<file path="config.mk">
export PLATFORM = sky130hd
export DESIGN_NAME = rctd_queue
export DESIGN_NICKNAME = d
export VERILOG_FILES = /design/src/rtl/rctd_pkg.sv /design/src/rtl/rctd_queue.sv
export VERILOG_INCLUDE_DIRS = /design/src /design/src/rtl
export SDC_FILE = /design/constraint.sdc
export NUM_CORES = 1
export LEC_CHECK = 0
export ABC_AREA = 1
export BUFFER_PORTS_ARGS = -buffer_cell sky130_fd_sc_hd__buf_4
export CAP_MARGIN = 10
export CORE_UTILIZATION = 52
export CTS_BUF_LIST = sky130_fd_sc_hd__clkbuf_16
export DETAILED_ROUTE_END_ITERATION = 6
export PLACE_DENSITY = 0.89
export SYNTH_ARGS = -nofsm -noshare
export SYNTH_HDL_FRONTEND = slang
export SYNTH_SLANG_ARGS = --single-unit
export TNS_END_PERCENT = 10
</file>
<file path="constraint.sdc">
create_clock -name clk_i -period 7.81 [get_ports clk_i]
set_clock_uncertainty 0.15 [all_clocks]
set_input_delay 0.781 -clock clk_i [delete_from_list [all_inputs] [get_ports clk_i]]
set_output_delay 0.781 -clock clk_i [all_outputs]
set_load 0.01 [all_outputs]
</file>
<file path="src/rtl/assert_macros.svh">
// Assertion macros shared by the directory RTL.
// Each macro samples on clk_i and is switched off while rst_ni is low.
`ifndef ASSERT_MACROS_SVH
`define ASSERT_MACROS_SVH

// The property must hold at every sampled edge.
`define RCTD_ASSERT(lbl, prop, msg) \
  lbl: assert property (@(posedge clk_i) disable iff (!rst_ni) (prop)) else $error(msg);

// The condition must never be true at a sampled edge.
`define RCTD_ASSERT_NEVER(lbl, cond, msg) \
  lbl: assert property (@(posedge clk_i) disable iff (!rst_ni) !(cond)) else $error(msg);

`endif

</file>
<file path="src/rtl/rctd_pkg.sv">
// Package of the reuse-cache tag/data directory: sizes, item and result types,
// tag and data row layouts. No dependencies.
`timescale 1ns / 1ps
`default_nettype none
package rctd_pkg;

  localparam int unsigned TAG_SETS  = 1024;
  localparam int unsigned TAG_WAYS  = 16;
  localparam int unsigned DATA_SETS = 256;
  localparam int unsigned DATA_WAYS = 16;
  localparam int unsigned ADDR_W    = 58;
  localparam int unsigned DATA_W    = 64;

  localparam int unsigned TSET_W   = $clog2(TAG_SETS);
  localparam int unsigned TWAY_W   = $clog2(TAG_WAYS);
  localparam int unsigned DSET_W   = (DATA_SETS > 1) ? $clog2(DATA_SETS) : 1;
  localparam int unsigned DWAY_W   = $clog2(DATA_WAYS);
  localparam int unsigned CLR_ROWS = (TAG_SETS > DATA_SETS) ? TAG_SETS : DATA_SETS;
  localparam int unsigned CLR_W    = $clog2(CLR_ROWS);
  localparam int unsigned QDEPTH   = 2;
  localparam int unsigned QPTR_W   = $clog2(QDEPTH);
  localparam int unsigned QCNT_W   = $clog2(QDEPTH + 1);

  typedef enum logic [1:0] {
    KIND_READ = 2'd0,
    KIND_FILL = 2'd1,
    KIND_WB   = 2'd2,
    KIND_INV  = 2'd3
  } kind_e;

  typedef struct packed {
    kind_e              kind;
    logic [ADDR_W-1:0]  block_address;
    logic [DATA_W-1:0]  write_data;
    logic               lower_queue_full;
  } item_t;

  typedef struct packed {
    logic               stalled;
    logic               hit;
    logic [DATA_W-1:0]  read_data;
    logic               wb_valid;
    logic [ADDR_W-1:0]  wb_address;
    logic [DATA_W-1:0]  wb_data;
    logic               last;
  } result_t;

  typedef struct packed {
    item_t              item;
    logic [TSET_W-1:0]  tset;
    logic [DSET_W-1:0]  dset;
  } job_t;

  typedef struct packed {
    logic full;
    logic empty;
  } q_stat_t;

  typedef struct packed {
    logic               valid;
    logic               has_data;
    logic               not_reused;
    logic [DWAY_W-1:0]  data_way;
    logic [ADDR_W-1:0]  block_address;
  } tag_ent_t;

  typedef struct packed {
    logic               valid;
    logic               dirty;
    logic               not_used;
    logic [DATA_W-1:0]  value;
    logic [ADDR_W-1:0]  block_address;
    logic [TWAY_W-1:0]  owner_tag;
  } data_ent_t;

  typedef tag_ent_t  [TAG_WAYS-1:0]  tag_row_t;
  typedef data_ent_t [DATA_WAYS-1:0] data_row_t;

  // Data set of a tag set: the tag set taken modulo DATA_SETS.
  function automatic logic [DSET_W-1:0] dset_of(input logic [TSET_W-1:0] s);
    logic [TSET_W+DSET_W-1:0] wide;
    wide = {{DSET_W{1'b0}}, s};
    if (DATA_SETS == 1) begin
      return '0;
    end
    return wide[DSET_W-1:0];
  endfunction

endpackage
`default_nettype wire

</file>
<file path="src/rtl/rctd_queue.sv">
// Short job queue between the front end and the back end of the directory.
// Depends on rctd_pkg and assert_macros.svh.
`timescale 1ns / 1ps
`default_nettype none
`include "assert_macros.svh"
module rctd_queue (
  input  logic               clk_i,
  input  logic               rst_ni,
  input  logic               push_i,
  input  rctd_pkg::job_t     job_i,
  input  logic               pop_i,
  output rctd_pkg::job_t     job_o,
  output rctd_pkg::q_stat_t  stat_o
);
  import rctd_pkg::*;

  job_t              slot_q [QDEPTH];
  logic [QPTR_W-1:0] wr_q, wr_d, rd_q, rd_d;
  logic [QCNT_W-1:0] cnt_q, cnt_d;

  always_comb begin
    wr_d  = wr_q;
    rd_d  = rd_q;
    cnt_d = cnt_q;
    if (push_i) begin
      wr_d = (wr_q == QPTR_W'(QDEPTH - 1)) ? '0 : wr_q + 1'b1;
    end
    if (pop_i) begin
      rd_d = (rd_q == QPTR_W'(QDEPTH - 1)) ? '0 : rd_q + 1'b1;
    end
    if (push_i && !pop_i) begin
      cnt_d = cnt_q + 1'b1;
    end else if (pop_i && !push_i) begin
      cnt_d = cnt_q - 1'b1;
    end
  end

  always_ff @(posedge clk_i or negedge rst_ni) begin
    if (!rst_ni) begin
      wr_q  <= '0;
      rd_q  <= '0;
      cnt_q <= '0;
    end else begin
      wr_q  <= wr_d;
      rd_q  <= rd_d;
      cnt_q <= cnt_d;
    end
  end

  always_ff @(posedge clk_i) begin
    if (push_i) begin
      slot_q[wr_q] <= job_i;
    end
  end

  assign job_o        = slot_q[rd_q];
  assign stat_o.full  = (cnt_q == QCNT_W'(QDEPTH));
  assign stat_o.empty = (cnt_q == '0);

  `RCTD_ASSERT(a_q_count, cnt_q <= QCNT_W'(QDEPTH), "queue count beyond depth")
  `RCTD_ASSERT_NEVER(a_q_pop_empty, pop_i && stat_o.empty, "pop from empty queue")

endmodule
`default_nettype wire

</file>
==> impl_metrics.env <==
export IMPL_power_switching_mw=1.36
export IMPL_wl_per_cell_um=18.5
export IMPL_multi_input_area_um2=1920
export IMPL_cp_end_kind="output pin"
export IMPL_reg2reg_setup_slack_ns=5.25
export IMPL_drt_wl_total_um=19900
export IMPL_crit_start="rd_q"
export IMPL_powerDensity_nw_per_um2=357
export IMPL_dp_hpwl_um=13000
export IMPL_clkSinkCount=290
export IMPL_setup_ws_ns=4.34
export IMPL_nNetsFinal=929
export IMPL_dp_cells=1020
export IMPL_period_share=0.445
export IMPL_first_pass_iters=4
export IMPL_mostFrequentLayoutCell="buf_4"
export IMPL_finalHoldViolCount=0
export IMPL_period_minus_slack_ns=3.47
export IMPL_setup_viol=0
export IMPL_path_class="reg -> out"
export IMPL_cp_arrival_ns=2.54
export IMPL_worst_pin_slew_ns=1.09
export IMPL_reg2reg_from="wr_q"
export IMPL_num_vias=5328
export IMPL_synth_area_leaders="edfxtp_1, mux2_2, mux2_4"
export IMPL_yosysWarnings=0
export IMPL_clkPwrFrac=0.249
export IMPL_h_tree_depth=1
export IMPL_seq_area_um2=8690
export IMPL_rsz0062_at_grt="false"
export IMPL_clk_latency_ns=0.52
export IMPL_avgSynthCellArea_um2=22.9
export IMPL_antenna_cells=0
export IMPL_finalMaxSlewViolations=0
export IMPL_numCtsBuffers=28
export IMPL_most_common_layout_cells="buf_4, edfxtp_1, mux2_2"
export IMPL_io_buffers=291
export IMPL_dieArea_um2=21300
export IMPL_irDropWorstVdd_uv=473
export IMPL_synthAdderAreaFrac=0.00116
export IMPL_final_instance_count_excl_fill=1073
export IMPL_synth_xor_area_share=0.00244
export IMPL_gp_congestion=0.772
export IMPL_swShare=0.271
export IMPL_rows=52
export IMPL_yosys_register_bits=290
export IMPL_core_um2=20200
export IMPL_cts_clk_slew_worst_paths_ns=0.06
export IMPL_drcViolationCount=0
export IMPL_p_seq_frac=0.429
export IMPL_grt_pass1_vias=5691
export IMPL_p_int_mw=3.67
export IMPL_cpMaxStageDelayCell="buf_4"
export IMPL_synth_top_family_by_area="multiplexers"
export IMPL_slowest_delay_ns=0.80
export IMPL_synth_area_um2=10800
export IMPL_area_growth_pct=30.9
export IMPL_clock_root_buffer="clkbuf_16"
export IMPL_grt_use_total=0.182
export IMPL_fp_dieH_um=146
export IMPL_syn_nets=618
export IMPL_worstPathCellList="buf_4 > mux2_2 > buf_4"
export IMPL_syn_instance_count=470
export IMPL_ys_types=14
export IMPL_start_util=0.532
export IMPL_cpMostUsedCell="buf_4"
export IMPL_synth_compound_area_share=0
export IMPL_drtIter0Drc=240
export IMPL_die_w_um=146
export IMPL_antenna_found_initial=0
export IMPL_min_from="job_i[53]"
export IMPL_dp_slack_ns=4.77
export IMPL_required_ns=6.88
export IMPL_combinationalPowerShare=0.322
export IMPL_tns_ns=0
export IMPL_avgViaCountPerCell=4.97
export IMPL_status="complete, no violations"
export IMPL_cts_path_max_buffers=3
export IMPL_post_cts_resized=0
export IMPL_leakage_nw=5.51
export IMPL_synth_top_area_frac=0.798
export IMPL_muxShareOfSynthArea=0.171
export IMPL_antenna_left=0
export IMPL_final_layout_size_suffix_gt1_frac=0.594
export IMPL_drv_cap=0
export IMPL_fmax_mhz=288
export IMPL_crit_path_start_kind="flip-flop"
export IMPL_cts_tree="yes"
export IMPL_synth_seq_area_share=0.807
export IMPL_grt_pass1_wl_um=29900
export IMPL_filler_cell_count=1226
export IMPL_crit_fanout=68
export IMPL_synth_simple_gate_area_frac=0.00384
export IMPL_grt_max_degree=74
export IMPL_grt_overflow_total=0
export IMPL_hp_class="in -> reg"
export IMPL_maxSlewHeadroom=0.271
export IMPL_yosys_area_top_type="edfxtp_1"
export IMPL_ios=292
[metrics by stage]
stage / hold WS, ns / instance area, um2 / power, mW / util
2_1_floorplan: 0.313 / 10800 / 3.18 / -
3_3_place_gp: 0.341 / 13200 / 3.78 / 0.653
3_5_place_dp: 0.353 / 13200 / 3.83 / 0.653
4_1_cts: 0.270 / 14100 / 5.08 / 0.696
5_1_grt: 0.266 / 14100 / 5.23 / 0.696
6_report: 0.285 / 14100 / 5.03 / 0.696
[synth_stat cells, drive strengths merged]
library cell,count
nand4,1
nand2,5
xnor2,1
nand3,1
xor2,2
dfrtp,4
ha,1
inv,7
mux2,143
nor2,3
buf,16
edfxtp,286
[worst max-delay path, delay by kind of cell, from the launching register on]
kind                   cells  cell delay [ns]
buffers and inverters      2             0.94
DFF                        1             0.54
muxes                      1             0.42
[worst paths after layout]
check	depth (start not counted)	endpoint
worst max-delay path	3	job_o[127]
worst min-delay path	1	slot_q[0][53]
worst max register to register	3	slot_q[1][137]
worst min register to register	2	cnt_q[1]
max in group asynchronous	2	rd_q
min in group asynchronous	2	wr_q
[power groups by stage]
stage               registers [mW]  clock network, mW  logic (mW)
floorplan                     2.20                  0       0.980
global placement              2.17                  0        1.62
detailed placement            2.19                  0        1.63
CTS                           2.16               1.28        1.64
global route                  2.18               1.34        1.71
finish                        2.16               1.25        1.62
[layer usage]
layer / GRT usage / vias up / wire length (um)
li1: - / 2479 / -
met1: 0.204 / 2606 / 7370
met2: 0.332 / 209 / 10600
met3: 0.0549 / 34 / 1520
met4: 0.0521 / 0 / 408
met5: 0 / - / 0
[flip-flops by register name, summed over array words and instances (netlist names)]
name,cells
wr_q,1
cnt_q,2
rd_q,1
slot_q,286
[cell families (layout without fill, tap and decap cells)]
family                     count (synthesis)  in the layout
DFF                                      290            290
muxes                                    143            143
buffers and inverters                     23            356
and+or+nand+nor                           10             10
xor gates and xnor gates                   3              3
adders and majority gates                  1              1
[area by class of cell]
cell class / count / area share
Tap cell: 270 / 0.0240
Timing Repair Buffer: 297 / 0.158
Inverter: 7 / 0.00222
Sequential cell: 290 / 0.617
Multi-Input combinational cell: 157 / 0.137
Clock inverter: 23 / 0.0104
Clock buffer: 29 / 0.0515
[what timing repair did]
action / in CTS / in global routing
hold endpoints to repair: 4 / 0
buffers inserted: 0 / 0
hold buffers: 1 / 0
Note: power is estimated with default switching activity, not from simulation.
